## config.mk

```make
export PLATFORM = sky130hd
export DESIGN_NAME = scrolling_seven_segment_marquee_unit
export DESIGN_NICKNAME = d
export VERILOG_FILES = /design/src/rtl/ssm_pkg.sv /design/src/rtl/ssm_ram.sv /design/src/rtl/ssm_front.sv /design/src/rtl/ssm_back.sv /design/src/rtl/scrolling_seven_segment_marquee_unit.sv
export SDC_FILE = /design/constraint.sdc
export NUM_CORES = 1
export LEC_CHECK = 0
export ABC_AREA = 1
export BUFFER_PORTS_ARGS = -buffer_cell sky130_fd_sc_hd__clkbuf_2
export CAP_MARGIN = 20
export CORE_MARGIN = 10
export CORE_UTILIZATION = 55
export DETAILED_ROUTE_END_ITERATION = 6
export PLACE_DENSITY = 0.72
export SLEW_MARGIN = 15
export SYNTH_ARGS = -nofsm -noshare
export SYNTH_HDL_FRONTEND = slang
export SYNTH_SLANG_ARGS = --single-unit
export TNS_END_PERCENT = 50
```

## constraint.sdc

```tcl
create_clock -name clk_i -period 14.4 [get_ports clk_i]
set_input_delay 2.88 -clock clk_i [delete_from_list [all_inputs] [get_ports clk_i]]
set_output_delay 2.88 -clock clk_i [all_outputs]
set_load 0.01 [all_outputs]
```

## src/rtl/ssm_pkg.sv

```systemverilog
// Shared types, constants and lookup functions of the scrolling seven-segment marquee.
`timescale 1ns / 1ps

package ssm_pkg;

  localparam int DIGITS = 4;

  // Configuration register indexes.
  localparam logic [1:0] CFG_MESSAGE_LENGTH = 2'd0;
  localparam logic [1:0] CFG_TICK_DIVIDE    = 2'd1;
  localparam logic [1:0] CFG_SCROLL_STEP    = 2'd2;

  localparam logic [5:0] MESSAGE_LENGTH_RESET = 6'd20;
  localparam logic [7:0] TICK_DIVIDE_RESET    = 8'd10;
  localparam logic [3:0] SCROLL_STEP_RESET    = 4'd4;

  localparam logic [7:0] CHAR_ZERO  = 8'h30;
  localparam logic [7:0] CHAR_ONE   = 8'h31;
  localparam logic [7:0] CHAR_SPACE = 8'h20;
  localparam logic [7:0] DEMO_SPAN  = 8'd16;
  localparam logic [3:0] BLANK_CODE = 4'd10;

  typedef enum logic [1:0] {
    CMD_POLL   = 2'd0,
    CMD_WRITE  = 2'd1,
    CMD_IGNORE = 2'd2
  } cmd_kind_e;

  typedef struct packed {
    cmd_kind_e   kind;
    logic [4:0]  char_index;
    logic [7:0]  char_value;
    logic        tick;
    logic        left_press;
    logic        right_press;
    logic        toggle_press;
  } cmd_t;

  // Character held at a message position after reset: digits one to eight
  // separated by spaces, and spaces beyond them.
  function automatic logic [7:0] reset_char(input logic [7:0] idx);
    logic [7:0] ch;
    ch = CHAR_SPACE;
    if ((idx < DEMO_SPAN) && !idx[0]) begin
      ch = CHAR_ONE + {4'd0, idx[4:1]};
    end
    return ch;
  endfunction

  function automatic logic [6:0] seg_lookup(input logic [3:0] code);
    logic [6:0] seg;
    unique case (code)
      4'd0:    seg = 7'h3F;
      4'd1:    seg = 7'h06;
      4'd2:    seg = 7'h5B;
      4'd3:    seg = 7'h4F;
      4'd4:    seg = 7'h66;
      4'd5:    seg = 7'h6D;
      4'd6:    seg = 7'h7D;
      4'd7:    seg = 7'h07;
      4'd8:    seg = 7'h7F;
      4'd9:    seg = 7'h6F;
      default: seg = 7'h00;
    endcase
    return seg;
  endfunction

endpackage

```

## src/rtl/ssm_ram.sv

```systemverilog
// Generic single-write, single-read RAM with a registered read port.
`timescale 1ns / 1ps

module ssm_ram #(
  parameter int WIDTH = 8,
  parameter int DEPTH = 32
) (
  input  logic                     clk_i,
  input  logic                     we_i,
  input  logic [$clog2(DEPTH)-1:0] waddr_i,
  input  logic [WIDTH-1:0]         wdata_i,
  input  logic                     re_i,
  input  logic [$clog2(DEPTH)-1:0] raddr_i,
  output logic [WIDTH-1:0]         rdata_o
);

  logic [WIDTH-1:0] mem_q [DEPTH];
  logic [WIDTH-1:0] rdata_q;

  always_ff @(posedge clk_i) begin
    if (we_i) begin
      mem_q[waddr_i] <= wdata_i;
    end
    if (re_i) begin
      rdata_q <= mem_q[raddr_i];
    end
  end

  assign rdata_o = rdata_q;

endmodule

```

## src/rtl/ssm_front.sv

```systemverilog
// Front end: accepts input beats, classifies them and queues them for the back end.
`timescale 1ns / 1ps

module ssm_front import ssm_pkg::*; #(
  parameter int MAX_MESSAGE = 32
) (
  input  logic       clk_i,
  input  logic       rst_ni,
  input  logic       in_valid_i,
  output logic       in_stall_o,
  input  logic       func_i,
  input  logic [4:0] char_index_i,
  input  logic [7:0] char_value_i,
  input  logic       tick_i,
  input  logic       left_press_i,
  input  logic       right_press_i,
  input  logic       toggle_press_i,
  output logic       head_valid_o,
  output cmd_t       head_o,
  input  logic       pop_i
);

  cmd_t       cmd;
  cmd_t       slot_q [2];
  logic       wr_ptr_q, wr_ptr_d;
  logic       rd_ptr_q, rd_ptr_d;
  logic [1:0] count_q, count_d;
  logic       push;

  always_comb begin
    cmd.char_index   = char_index_i;
    cmd.char_value   = char_value_i;
    cmd.tick         = tick_i;
    cmd.left_press   = left_press_i;
    cmd.right_press  = right_press_i;
    cmd.toggle_press = toggle_press_i;
    if (!func_i) begin
      cmd.kind = CMD_POLL;
    end else if (int'(char_index_i) < MAX_MESSAGE) begin
      cmd.kind = CMD_WRITE;
    end else begin
      cmd.kind = CMD_IGNORE;
    end
  end

  assign in_stall_o   = (count_q == 2'd2);
  assign push         = in_valid_i && !in_stall_o;
  assign head_valid_o = (count_q != 2'd0);
  assign head_o       = slot_q[rd_ptr_q];

  always_comb begin
    wr_ptr_d = push  ? !wr_ptr_q : wr_ptr_q;
    rd_ptr_d = pop_i ? !rd_ptr_q : rd_ptr_q;
    unique case ({push, pop_i})
      2'b10:   count_d = count_q + 2'd1;
      2'b01:   count_d = count_q - 2'd1;
      default: count_d = count_q;
    endcase
  end

  always_ff @(posedge clk_i or negedge rst_ni) begin
    if (!rst_ni) begin
      wr_ptr_q <= 1'b0;
      rd_ptr_q <= 1'b0;
      count_q  <= 2'd0;
    end else begin
      wr_ptr_q <= wr_ptr_d;
      rd_ptr_q <= rd_ptr_d;
      count_q  <= count_d;
    end
  end

  always_ff @(posedge clk_i) begin
    if (push) begin
      slot_q[wr_ptr_q] <= cmd;
    end
  end

  a_no_pop_when_empty : assert property (@(posedge clk_i) disable iff (!rst_ni)
    pop_i |-> (count_q != 2'd0))
    else $error("queue popped while empty");

  a_count_bounded : assert property (@(posedge clk_i) disable iff (!rst_ni)
    count_q <= 2'd2)
    else $error("queue count out of range");

endmodule

```

## src/rtl/ssm_back.sv

```systemverilog
// Back end: configuration, scroll state, message store and the output register.
`timescale 1ns / 1ps

module ssm_back import ssm_pkg::*; #(
  parameter int MAX_MESSAGE = 32
) (
  input  logic       clk_i,
  input  logic       rst_ni,
  input  logic       cfg_we_i,
  input  logic [1:0] cfg_index_i,
  input  logic [7:0] cfg_wdata_i,
  input  logic       head_valid_i,
  input  cmd_t       head_i,
  output logic       pop_o,
  output logic       out_valid_o,
  input  logic       out_stall_i,
  output logic [1:0] digit_position_o,
  output logic [6:0] segments_o,
  output logic [5:0] window_offset_o,
  output logic       running_o
);

  localparam int AddrW = $clog2(MAX_MESSAGE);

  logic [5:0] msg_len_q;
  logic [7:0] tick_div_q;
  logic [3:0] step_q;

  logic [7:0] tick_count_q, tick_count_d;
  logic       pending_q, pending_d;
  logic [5:0] offset_q, offset_d;
  logic       run_q, run_d;
  logic       right_q, right_d;
  logic [1:0] phase_q;

  logic [MAX_MESSAGE-1:0] written_q;

  logic             out_valid_q;
  logic [1:0]       pos_q;
  logic [5:0]       out_offset_q;
  logic             out_run_q;
  logic             use_mem_q;
  logic [AddrW-1:0] ridx_q;

  logic             slot_free, poll_fire, write_fire;
  logic [7:0]       tick_next;
  logic             pending_mid;
  logic [5:0]       len;
  logic [6:0]       len7;
  logic signed [7:0] off;
  logic [1:0]       pos;
  logic [6:0]       wrapped;
  logic [AddrW-1:0] ridx;
  logic [AddrW-1:0] waddr;
  logic [7:0]       rdata;
  logic [7:0]       shown_char;
  logic [7:0]       digit_raw;
  logic [3:0]       seg_code;

  assign slot_free  = !out_valid_q || !out_stall_i;
  assign poll_fire  = head_valid_i && (head_i.kind == CMD_POLL) && slot_free;
  assign write_fire = head_valid_i && (head_i.kind == CMD_WRITE);
  assign pop_o      = head_valid_i && ((head_i.kind != CMD_POLL) || slot_free);
  assign waddr      = AddrW'(head_i.char_index);

  // Effective message length: zero counts as one, and it never exceeds the store.
  always_comb begin
    len = msg_len_q;
    if (len == 6'd0) begin
      len = 6'd1;
    end
    if (int'(len) > MAX_MESSAGE) begin
      len = 6'(MAX_MESSAGE);
    end
    len7 = {1'b0, len};
  end

  always_comb begin
    tick_next    = tick_count_q + 8'd1;
    tick_count_d = tick_count_q;
    pending_mid  = pending_q;
    if (head_i.tick) begin
      if (tick_next == tick_div_q) begin
        pending_mid  = 1'b1;
        tick_count_d = 8'd0;
      end else begin
        tick_count_d = tick_next;
      end
    end

    right_d = right_q;
    if (head_i.left_press) begin
      right_d = 1'b0;
    end
    if (head_i.right_press) begin
      right_d = 1'b1;
    end
    run_d = run_q ^ head_i.toggle_press;

    off       = $signed({2'b00, offset_q});
    pending_d = pending_mid;
    if (pending_mid && run_d) begin
      if (right_d) begin
        off = off - $signed({4'd0, step_q});
      end else begin
        off = off + $signed({4'd0, step_q});
      end
      pending_d = 1'b0;
    end
    if (off > $signed({2'b00, len})) begin
      off = 8'sd0;
    end else if (off < 8'sd0) begin
      off = $signed({2'b00, len});
    end
    offset_d = off[5:0];

    pos = 2'(DIGITS - 1) - phase_q;

    // The sum stays below the length plus four, so three conditional
    // subtractions reduce it for every length above one.
    wrapped = 7'(offset_d) + 7'(pos);
    for (int i = 0; i < 3; i++) begin
      if (wrapped >= len7) begin
        wrapped = wrapped - len7;
      end
    end
    if (len == 6'd1) begin
      wrapped = 7'd0;
    end
    ridx = AddrW'(wrapped);
  end

  always_ff @(posedge clk_i or negedge rst_ni) begin
    if (!rst_ni) begin
      msg_len_q  <= MESSAGE_LENGTH_RESET;
      tick_div_q <= TICK_DIVIDE_RESET;
      step_q     <= SCROLL_STEP_RESET;
    end else if (cfg_we_i) begin
      unique case (cfg_index_i)
        CFG_MESSAGE_LENGTH: msg_len_q  <= cfg_wdata_i[5:0];
        CFG_TICK_DIVIDE:    tick_div_q <= cfg_wdata_i;
        CFG_SCROLL_STEP:    step_q     <= cfg_wdata_i[3:0];
        default:            ;
      endcase
    end
  end

  always_ff @(posedge clk_i or negedge rst_ni) begin
    if (!rst_ni) begin
      tick_count_q <= 8'd0;
      pending_q    <= 1'b0;
      offset_q     <= 6'd0;
      run_q        <= 1'b1;
      right_q      <= 1'b0;
      phase_q      <= 2'd0;
      written_q    <= '0;
      out_valid_q  <= 1'b0;
    end else begin
      if (write_fire) begin
        written_q[waddr] <= 1'b1;
      end
      if (poll_fire) begin
        tick_count_q <= tick_count_d;
        pending_q    <= pending_d;
        offset_q     <= offset_d;
        run_q        <= run_d;
        right_q      <= right_d;
        phase_q      <= phase_q + 2'd1;
        out_valid_q  <= 1'b1;
      end else if (!out_stall_i) begin
        out_valid_q  <= 1'b0;
      end
    end
  end

  always_ff @(posedge clk_i) begin
    if (poll_fire) begin
      pos_q        <= pos;
      out_offset_q <= offset_d;
      out_run_q    <= run_d;
      use_mem_q    <= written_q[ridx];
      ridx_q       <= ridx;
    end
  end

  ssm_ram #(
    .WIDTH (8),
    .DEPTH (MAX_MESSAGE)
  ) u_store (
    .clk_i   (clk_i),
    .we_i    (write_fire),
    .waddr_i (waddr),
    .wdata_i (head_i.char_value),
    .re_i    (poll_fire),
    .raddr_i (ridx),
    .rdata_o (rdata)
  );

  // Positions never written since reset still show the demo text.
  always_comb begin
    shown_char = use_mem_q ? rdata : reset_char(8'(ridx_q));
    digit_raw  = shown_char - CHAR_ZERO;
    seg_code   = (digit_raw > 8'(BLANK_CODE)) ? BLANK_CODE : digit_raw[3:0];
  end

  assign out_valid_o      = out_valid_q;
  assign digit_position_o = pos_q;
  assign segments_o       = seg_lookup(seg_code);
  assign window_offset_o  = out_offset_q;
  assign running_o        = out_run_q;

  a_offset_in_store : assert property (@(posedge clk_i) disable iff (!rst_ni)
    int'(offset_q) <= MAX_MESSAGE)
    else $error("window offset beyond the message store");

  a_digit_rotation : assert property (@(posedge clk_i) disable iff (!rst_ni)
    $past(poll_fire) |-> (out_valid_q && (pos_q == 2'(DIGITS - 1) - $past(phase_q))))
    else $error("digit rotation out of step");

  a_request_consumed : assert property (@(posedge clk_i) disable iff (!rst_ni)
    ($past(poll_fire) && run_q) |-> !pending_q)
    else $error("scroll request left pending while running");

endmodule

```

## src/rtl/scrolling_seven_segment_marquee_unit.sv

```systemverilog
// Top level of the scrolling seven-segment marquee.
`timescale 1ns / 1ps

// The unit takes one beat per cycle unless the input stalls: a message character write
// or a poll. A poll counts the time-base tick, takes the buttons, scrolls the window on
// a pending request while running, and returns the segment pattern of one digit,
// rightmost digit first. A write returns nothing. Beats pass through a two-entry queue
// into the back end, which handles one beat per cycle unless the output stalls, so the
// sustained rate is one beat per cycle. A poll's result is registered in the queue,
// then in the output register, at the same edge as the registered read of the message
// store. While a result is stalled, the queue holds two more beats before the input
// stalls. Message positions never written since reset show the demo text.
module scrolling_seven_segment_marquee_unit import ssm_pkg::*; #(
  parameter int MAX_MESSAGE = 32
) (
  input  logic       clk_i,
  input  logic       rst_ni,
  input  logic       cfg_we_i,
  input  logic [1:0] cfg_index_i,
  input  logic [7:0] cfg_wdata_i,
  input  logic       in_valid_i,
  output logic       in_stall_o,
  input  logic       func_i,
  input  logic [4:0] char_index_i,
  input  logic [7:0] char_value_i,
  input  logic       tick_i,
  input  logic       left_press_i,
  input  logic       right_press_i,
  input  logic       toggle_press_i,
  output logic       out_valid_o,
  input  logic       out_stall_i,
  output logic [1:0] digit_position_o,
  output logic [6:0] segments_o,
  output logic [5:0] window_offset_o,
  output logic       running_o
);

  logic head_valid;
  cmd_t head;
  logic pop;

  ssm_front #(
    .MAX_MESSAGE (MAX_MESSAGE)
  ) u_front (
    .clk_i          (clk_i),
    .rst_ni         (rst_ni),
    .in_valid_i     (in_valid_i),
    .in_stall_o     (in_stall_o),
    .func_i         (func_i),
    .char_index_i   (char_index_i),
    .char_value_i   (char_value_i),
    .tick_i         (tick_i),
    .left_press_i   (left_press_i),
    .right_press_i  (right_press_i),
    .toggle_press_i (toggle_press_i),
    .head_valid_o   (head_valid),
    .head_o         (head),
    .pop_i          (pop)
  );

  ssm_back #(
    .MAX_MESSAGE (MAX_MESSAGE)
  ) u_back (
    .clk_i            (clk_i),
    .rst_ni           (rst_ni),
    .cfg_we_i         (cfg_we_i),
    .cfg_index_i      (cfg_index_i),
    .cfg_wdata_i      (cfg_wdata_i),
    .head_valid_i     (head_valid),
    .head_i           (head),
    .pop_o            (pop),
    .out_valid_o      (out_valid_o),
    .out_stall_i      (out_stall_i),
    .digit_position_o (digit_position_o),
    .segments_o       (segments_o),
    .window_offset_o  (window_offset_o),
    .running_o        (running_o)
  );

endmodule
```

[Word-level counts from Yosys, hierarchy flattened]
Memories as Yosys holds them, arrays and structs flattened. A register that Yosys moved wholly into a read port is not among the register bits.
Index checks and enable logic that the tools add are counted.
Cells by class
  multiplexer cells: 31
  $lt $le $gt $ge: 11
  add/subtract/negate cells: 13
  bitwise logic cells: 2
  reductions and logical operators: 26
  equal/unequal tests: 9
Operators by type and width (number)
  8-bit two-way mux: 5
  32-bit bitwise OR: 1
  6-bit two-way mux: 4
  7-bit by 6-bit >= comparator with 1-bit output: 3
  1-bit two-way mux: 14
  7-bit two-way mux: 2
  7-bit by 6-bit subtractor with 7-bit output: 2
  5-bit by 6-bit < comparator with 1-bit output (second input constant): 2
  5-bit two-way mux: 2
  8-bit by 1-bit adder with 8-bit output (second input constant): 1
  8-bit equality test: 1
  8-bit by 4-bit greater-than comparator with 1-bit output (second input constant): 1
  8-bit by 7-bit greater-than comparator with 1-bit output: 1
  1-bit logical AND: 8
  8-bit by 1-bit < comparator with 1-bit output (second input constant): 1
  2-bit AND reduction: 4
  8-bit by 6-bit subtractor with 8-bit output (second input constant): 1
  6-bit by 2-bit adder with 7-bit output: 1
  6-bit by 4-bit adder with 7-bit output: 1
  6-bit by 4-bit adder with 7-bit output (first input constant): 1
  6-bit by 4-bit subtractor with 7-bit output: 1
  2-bit by 1-bit equality test with 1-bit output (second input constant): 3
  2-bit equality test (second input constant): 3
  6-bit by 1-bit equality test with 1-bit output (second input constant): 1
  18 further kinds: 28
Word-level totals
  memories: 3
  ROM bits: 112
  RAM bits: 292
  register bits: 89
  output and inout bits: 18
  logic and storage cells: 114
Memory list
  u_back.u_store.mem_q: depth 32, bits a word 8, read ports 1, clocked after Yosys merged registers in 1, wr ports 1, line ssm_ram.sv:17  | logic [WIDTH-1:0] mem_q [DEPTH];
  (name not given): depth 16, bits a word 7, read ports 1, clocked after Yosys merged registers in 0, wr ports 0, line ssm_pkg.sv:52  | unique case (code)
  u_front.slot_q: depth 2, bits a word 18, read ports 1, clocked after Yosys merged registers in 0, wr ports 1, line ssm_front.sv:24  | cmd_t slot_q [2];

[Depth between registers and ports, before layout]
Gate-level depths: netlist of the first run.
  word-level depth: 19
  gate-level depth with buffers: 72
  depth with buffers taken out: 69

[Cells and area by module]
A second synthesis of the first run with hierarchy kept.
Second synthesis, totals
  cells, all modules: 1857
  area total of the unflattened synthesis: 18570.3 µm²
By module, submodules not included
  ssm_ram: area each 10866.7 µm², cells an instance 922, times used 1
  ssm_back: area each 6130.9 µm², cells an instance 812, times used 1
  ssm_front: area each 1572.8 µm², cells an instance 123, times used 1

[Worst setup path before layout of the first run]
OpenSTA, ideal clock, no wires.
  path kind: flip-flop to flip-flop
  start: register u_back.step_q[2]
  end: register u_back.u_store.rdata_q[1], in the netlist u_back.u_store.rdata_o[1], read port of u_back.u_store.mem_q, data pin
  required time: 14.148 ns
  library setup time: 0.252 ns
  slack: 5.311 ns
  clock period less this slack: 9.089 ns
  arrival time: 8.837 ns
  cell stages (with the launch flop): 66
  cell sequence: dfstp_2 -> inv_1 -> ha_1 -> clkbuf_1 -> inv_1 -> a21oi_1 -> nand3_1 -> o21ai_0 -> xor2_1 -> nand3_1 -> nand2_1 -> inv_1 -> ha_1 -> nand2_1 -> nor2_1 -> a211oi_1 -> o211ai_1 -> nand3_2 -> [... 30 more ...] -> nand2_1 -> nor2_1 -> a211oi_1 -> o22ai_1 -> o21ai_0 -> nand2_1 -> a21oi_1 -> nand3_2 -> nand2_2 -> buf_2 -> buf_2 -> nand4_1 -> nand3_1 -> nand3_1 -> nand3_1 -> nand2_1 -> nand2_1 -> nand2_1
Between the ends
  longest elaborated chain between the ends: 14
  elaborated cells on any way between the ends: 19
  those cells by class: 6 x add/sub; 5 x order compare; 8 x mux
Ends and longest elaborated chain
  start: declaration: line ssm_back.sv:27  | logic [3:0] step_q;
  start signal: assignment: line ssm_back.sv:142  | CFG_SCROLL_STEP: step_q <= cfg_wdata_i[3:0];
  6-bit by 4-bit adder with 7-bit output / 6-bit by 4-bit subtractor with 7-bit output (equally long branches): line ssm_back.sv:106, ssm_back.sv:104
  8-bit two-way mux *: line ssm_back.sv:103  | if (right_d) begin
  8-bit two-way mux *: line ssm_back.sv:102  | if (pending_mid && run_d) begin
  8-bit by 1-bit < comparator with 1-bit output: line ssm_back.sv:112  | end else if (off < 8'sd0) begin
  6-bit two-way mux: line ssm_back.sv:112
  6-bit two-way mux *: line ssm_back.sv:110  | if (off > $signed({2'b00, len})) begin
  named net u_back.off[0]: line ssm_back.sv:50  | logic signed [7:0] off;
  6-bit by 2-bit adder with 7-bit output *: line ssm_back.sv:121  | wrapped = 7'(offset_d) + 7'(pos);
  7-bit by 6-bit subtractor with 7-bit output / 7-bit by 6-bit >= comparator with 1-bit output (equally long branches): line ssm_back.sv:124, ssm_back.sv:123
  7-bit two-way mux *: line ssm_back.sv:123  | if (wrapped >= len7) begin
  7-bit by 6-bit subtractor with 7-bit output / 7-bit by 6-bit >= comparator with 1-bit output (equally long branches): line ssm_back.sv:124, ssm_back.sv:123
  7-bit two-way mux *: line ssm_back.sv:123
  7-bit by 6-bit >= comparator with 1-bit output / 5-bit subtractor (equally long branches): line ssm_back.sv:123, ssm_back.sv:124
  5-bit two-way mux *: line ssm_back.sv:123
  5-bit two-way mux *: line ssm_back.sv:127  | if (len == 6'd1) begin
  end: declaration: line ssm_ram.sv:18  | logic [WIDTH-1:0] rdata_q;
The timed path passes the listed nets; every way through them passes the cells marked *.
A chain may end at the register's enable or synchronous reset.

[Worst setup path in the final report of the first run]
  start: register u_front.rd_ptr_q
  end: register u_back.use_mem_q, data pin
Between the ends
  longest elaborated chain between the ends: 18
  elaborated cells on any way between the ends: 25
  those cells by class: 4 x add/sub; 5 x order compare; 13 x mux; 1 x bitwise; 1 x reduce/logical; 1 x memory
Ends and longest elaborated chain
  start: declaration: line ssm_front.sv:26  | logic rd_ptr_q, rd_ptr_d;
  start signal: assignment: line ssm_front.sv:68  | rd_ptr_q <= rd_ptr_d;
  memory 2 x 18 bit *
  1-bit two-way mux: line ssm_back.sv:92  | if (head_i.left_press) begin
  1-bit two-way mux: line ssm_back.sv:95  | if (head_i.right_press) begin
  8-bit two-way mux: line ssm_back.sv:103
  8-bit two-way mux *: line ssm_back.sv:102
  8-bit by 1-bit < comparator with 1-bit output: line ssm_back.sv:112
  6-bit two-way mux: line ssm_back.sv:112
  6-bit two-way mux *: line ssm_back.sv:110
  named net u_back.off[0]: line ssm_back.sv:50
  [... 2 more ...]
  7-bit two-way mux *: line ssm_back.sv:123
  7-bit by 6-bit subtractor with 7-bit output / 7-bit by 6-bit >= comparator with 1-bit output (equally long branches): line ssm_back.sv:124, ssm_back.sv:123
  7-bit two-way mux *: line ssm_back.sv:123
  7-bit by 6-bit >= comparator with 1-bit output / 5-bit subtractor (equally long branches): line ssm_back.sv:123, ssm_back.sv:124
  5-bit two-way mux *: line ssm_back.sv:123
  5-bit two-way mux *: line ssm_back.sv:127
  1-bit binary-select mux with 5-bit select *: line ssm_back.sv:181  | use_mem_q <= written_q[ridx];
  1-bit two-way mux (implied by the code) *: line ssm_back.sv:181
  end signal: assignment: line ssm_back.sv:181
  end: declaration: line ssm_back.sv:42  | logic use_mem_q;
The timed path passes the listed nets; every way through them passes the cells marked *. The select of a mux whose other input is x is not followed.

==> results.json, run 1 <==
{
  "status": "completed",
  "fin_util_pct": 61.4,
  "crit_arrival_ns": 12.52,
  "rsz0062_at_grt": "false",
  "slowest_stage": "dfrtp_1",
  "synth.area.top_cells": "edfxtp_1, dfrtp_1, inv_1",
  "antenna_found_initial": 0,
  "crit_buf_inv": 8,
  "detailroute.via_count": 14500,
  "grt-ovfl-total": 0,
  "slew_headroom_pct": 33.3,
  "crit_type": "reg2reg",
  "grt_pass1_wl_um": 75500,
  "die_y_um": 208,
  "grt_max_degree": 80,
  "cap_viol_max_count": 0,
  "worstReg2RegStart": "u_front.rd_ptr_q",
  "seq_area_frac_synth_pct": 57.9,
  "drc": 0,
  "cts_setup_buffers": 0,
  "core_area_um2": 34800,
  "wl_per_cell_um": 18.4,
  "clkLatencyLatePin_ns": 0.59,
  "finalCriticalPeriod_ns": 12.19,
  "synth-edff-count": 315,
  "fin_tns_setup_ns": 0,
  "clkSinkCount": 389,
  "slew_violations": 0,
  "end_kind": "flop",
  "synth_flop_cell": "edfxtp_1",
  "antenna_cells": 0,
  "dieWidth_um": 208,
  "reg2regPathDepth": 64,
  "fmax_mhz": 82.0,
  "worst-path-max-fanout": 73,
  "synth-seq-cells": 389,
  "syn_nets": 2152,
  "async_flop_share_pct": 19.0,
  "critPathRequiredTime_ns": 14.73,
  "ant_nets": 0,
  "holdPathStages": 2,
  "cp.depth": 64,
  "start_util_pct": 56.2,
  "cts_hold_buf": 0,
  "hold_viol": 0,
  "crit_start": "u_front.rd_ptr_q",
  "drive_above_1_share_pct": 8.56,
  "cts_max_path_buffers": 3,
  "io_buffer_count": 50,
  "syn_area_per_cell_um2": 9.44,
  "grt_use_total_pct": 21.4,
  "hpwl_um": 29100,
  "cts_resized": 0,
  "ys_warn_count": 0,
  "vias_per_cell": 5.66,
  "cpMostUsedCell": "nand2_1",
  "syn_inst": 2069,
  "netlist_area_um2": 19500,
  "gp_congestion": 0.903,
  "crit_family": "simple AND/OR/NAND/NOR gates",
  "hold_slack_ns": 0.459,
  "firstDrtPassIters": 5,
  "synth_top_area_cell": "edfxtp_1",
  "area_growth_pct": 9.35,
  "synth_top_area_share_pct": 48.4,
  "root_buffer": "clkbuf_16",
  "min_period_over_period_pct": 84.7,
  "design.die.area_um2": 43500,
  "num_rows": 68,
  "hp-class": "reg2reg",
  "setup_violations": 0,
  "grt_pass1_vias": 14200,
  "htreeDepth": 2,
  "drt_iter0_markers": 1559,
  "skew_ns": 0.0477,
  "numCtsBuffers": 40,
  "cp_slowest_stage_delay_ns": 0.70,
  "start_kind": "flop",
  "cts_tree": "yes",
  "ios": 51,
  "wl_um": 47400,
  "hp-start": "u_back.written_q[5]",
  "clk_pin_slew_ns": 0.06,
  "tightest_slew_ns": 0.997,
  "synth.distinct_cells": 48,
  "nNetsFinal": 2165
}
[synthesized netlist by cell type (4+ instances only)]
cell type    n
a21oi_1     25
buf_2       37
buf_6        8
clkbuf_1    50
dfrtp_1     68
dfstp_2      6
edfxtp_1   315
fa_1         6
ha_1        44
inv_1      396
inv_2        4
nand2_1    385
nand2_2      7
nand3_1    294
nand3_2     10
nand3b_1     4
nand4_1    150
nor2_1      85
nor2_4       4
o21ai_0     91
o21ai_1      6
o22ai_1      7
or2_2        5
xnor2_1      6
xor2_1      20
[per-layer routing]
metal,routed length (µm),vias to the layer above,GRT usage (%)
li1,-,6940,-
met1,19600,6883,28.6
met2,22600,614,34.4
met3,3740,109,3.16
met4,1450,2,8.47
met5,34,-,0.688
[layout make-up]
type	count	area (µm²)
Sequential cell	389	11300
Inverter	403	1520
Tap cell	455	569
Clock buffer	50	1060
Timing Repair Buffer	69	408
Clock inverter	24	246
Fill cell	2835	13400
Multi-Input combinational cell	1179	6250
[kinds of logic after synthesis]
family	after synthesis	synth area share (%)
AO/OA/AOI/OAI	144	3.96
XOR/XNOR	27	1.25
adder cells (fa/ha/maj)	50	3.43
buffers and inverters	501	10.2
flip-flops	389	57.9
multiplexers	2	0.109
AND/OR/NAND/NOR	956	23.1
[stage by stage]
step	worst slack [ns]	instances	cell area, µm²
final	2.21	2569	21400
after global placement	2.60	2494	20000
after detailed placement	2.45	2495	20100
after global routing	1.00	2569	21400
after floorplan	5.31	2069	19500
after CTS	2.43	2569	21400
[final timing paths]
kind,end,slack [ns]
min in group asynchronous,u_front.count_q[1],2.45
worst min-delay path,u_back.written_q[5],0.46
worst max-delay path,u_back.use_mem_q,2.21
max in group asynchronous,u_back.msg_len_q[1],11.32
worst min register to register,u_back.written_q[5],0.46
worst max register to register,u_back.use_mem_q,2.21
[flip-flops by register name, indices dropped and copies added (netlist names), 2 cells and up]
signal,flops
u_back.step_q,4
u_back.u_store.rdata_o,8
u_back.phase_q,2
u_front.count_q,2
u_front.slot_q,36
u_back.ridx_q,5
u_back.window_offset_o,6
u_back.digit_position_o,2
u_back.offset_q,6
u_back.written_q,32
u_back.msg_len_q,6
u_back.tick_div_q,8
u_back.u_store.mem_q,256
u_back.tick_count_q,8
[tightest hold or removal path, delay by kind of cell (launching register included)]
kind	cells	cell delay [ns]
flops	1	0.32
compound gates	1	0.06
buf+inv	1	0.05
[layout by cell type (no fill, tap or decap), types with 40 or more instances in the layout]
| cell | count |
|---|---|
| inv_1 | 396 |
| nand2_1 | 383 |
| edfxtp_1 | 315 |
| nand3_1 | 294 |
| nand4_1 | 150 |
| o21ai_0 | 91 |
| nor2_1 | 84 |
| dfrtp_1 | 68 |
| clkbuf_2 | 49 |
| ha_1 | 44 |
| clkbuf_16 | 40 |
Power of run 1 is left out: the tool's default activity adds up to more than one toggle a clock period on the data nets, which glitch-free logic cannot reach.
==> run 2, diff against run 1 <==
==> constraint.sdc (replaced) <==
create_clock -name clk_i -period 12.3 [get_ports clk_i]
set_input_delay 2.46 -clock clk_i [delete_from_list [all_inputs] [get_ports clk_i]]
set_output_delay 2.46 -clock clk_i [all_outputs]
set_load 0.01 [all_outputs]
==> results.json, run 2 (same netlist as run 1, synthesis figures left out) <==
{
  "dieWidth_um": 208,
  "drc": 0,
  "hp-class": "reg2reg",
  "drt_iter0_markers": 1891,
  "largestRegisters": "u_back.u_store.mem_q: 256 flops, u_front.slot_q: 36 flops, u_back.written_q: 32 flops",
  "io_buffer_count": 50,
  "firstDrtPassIters": 5,
  "cts_max_path_buffers": 3,
  "grt_pass1_wl_um": 77200,
  "skew_ns": 0.0385,
  "clk_pin_slew_ns": 0.06,
  "area_growth_pct": 10.2,
  "ant_nets": 0,
  "antenna_cells": 0,
  "detailroute.via_count": 14700,
  "ios": 51,
  "grt_use_total_pct": 21.9,
  "root_buffer": "clkbuf_16",
  "crit_arrival_ns": 11.49,
  "num_rows": 68,
  "hpwl_um": 29200,
  "fmax_mhz": 90.5,
  "slew_headroom_pct": 27.5,
  "cpMostUsedCell": "nand2_1",
  "final_common_cell": "inv_1",
  "finalCriticalPeriod_ns": 11.04,
  "grt_max_degree": 145,
  "setup_slack_ns": 1.26,
  "hold_slack_ns": 0.458,
  "grt_pass1_vias": 14300,
  "numCtsBuffers": 42,
  "fin_util_pct": 61.9,
  "top_register": "u_back.u_store.mem_q",
  "clkSinkCount": 389,
  "worst-path-max-fanout": 95,
  "design.die.area_um2": 43500,
  "min_period_over_period_pct": 89.8,
  "vias_per_cell": 5.72,
  "largest_reg_flops": 256,
  "slew_violations": 0,
  "wl_per_cell_um": 18.8,
  "fin_tns_setup_ns": 0,
  "cap_viol_max_count": 0,
  "slowest_stage": "buf_4",
  "rsz0062_at_grt": "false",
  "drive_above_1_share_pct": 8.64,
  "core_area_um2": 34800,
  "start_kind": "flop",
  "dp_slack_ns": 1.16,
  "start_util_pct": 56.2,
  "gp_congestion": 0.901,
  "tightest_slew_ns": 1.09,
  "die_y_um": 208,
  "cp_slowest_stage_delay_ns": 0.59,
  "wl_um": 48500,
  "setup_violations": 0,
  "clkLatencyLatePin_ns": 0.58,
  "cts_tree": "yes",
  "antenna_found_initial": 2,
  "final_cell_mix": "inv_1, nand2_1, edfxtp_1",
  "critPathRequiredTime_ns": 12.74,
  "grt-ovfl-total": 0,
  "hold_viol": 0,
  "crit_type": "reg2reg",
  "end_kind": "flop",
  "htreeDepth": 2,
  "status": "completed",
  "nNetsFinal": 2171
}
run 2: cell types whose count changed in the layout (fill, tap and decap cells not counted), moves of 2 or more:
cell,previous run,this run
bufinv_16,3,6
buf_12,1,4
clkinv_1,7,10
clkinv_16,2,0
clkbuf_16,40,42
clkinv_2,11,6
run 2: critical path, delay by kind of cell, from the launching register on:
kind | cells | cell delay, ns
AND/OR/NAND/NOR | 31 | 3.64
XOR/XNOR | 2 | 0.44
flip-flops | 1 | 0.54
adder cells (fa/ha/maj) | 7 | 2.31
buffers and inverters | 9 | 1.15
AO/OA/AOI/OAI | 15 | 2.78
run 2: layer usage:
layer	part of all wire (%)	up-vias	GRT usage [%]
li1	-	6958	-
met1	41	7076	28.8
met2	48	591	35.6
met3	8.7	98	4.01
met4	2.6	0	7.82
met5	0	-	0
run 2: through the flow:
stage	area, µm²	cells
5_1_grt	21500	2573
6_report	21500	2573
3_5_place_dp	20100	2496
4_1_cts	21500	2570
3_3_place_gp	20100	2496
2_1_floorplan	19500	2069
run 2: cell type report:
type                       instances  area, µm²
tap                              455        569
fill                            2816      13300
inverter                         403       1520
clock inverter                    22        277
multi-input combinational       1180       6260
clock buffer                      52       1120
timing repair buffer              72        468
sequential                       389      11300
run 2: what timing repair did:
| item | CTS | global route |
|---|---|---|
| hold buffers | 0 | 0 |
| setup endpoints to repair | 0 | 9 |
| resized for setup | 0 | 1 |
| setup buffers | 0 | 2 |
run 2: final timing paths:
| kind | depth (start not counted) | startpoint | slack [ns] | endpoint |
|---|---|---|---|---|
| setup / recovery | 64 | u_back.step_q[2] | 1.26 | u_back.u_store.rdata_o[4] |
| hold / removal | 2 | u_back.written_q[16] | 0.46 | u_back.written_q[16] |
| setup reg to reg | 64 | u_back.step_q[2] | 1.26 | u_back.u_store.rdata_o[4] |
| hold reg to reg | 2 | u_back.written_q[16] | 0.46 | u_back.written_q[16] |
| max in group asynchronous | 1 | rst_ni | 9.62 | u_front.rd_ptr_q |
| min in group asynchronous | 1 | rst_ni | 2.03 | u_front.count_q[1] |
Power of run 2 is left out for the same reason.
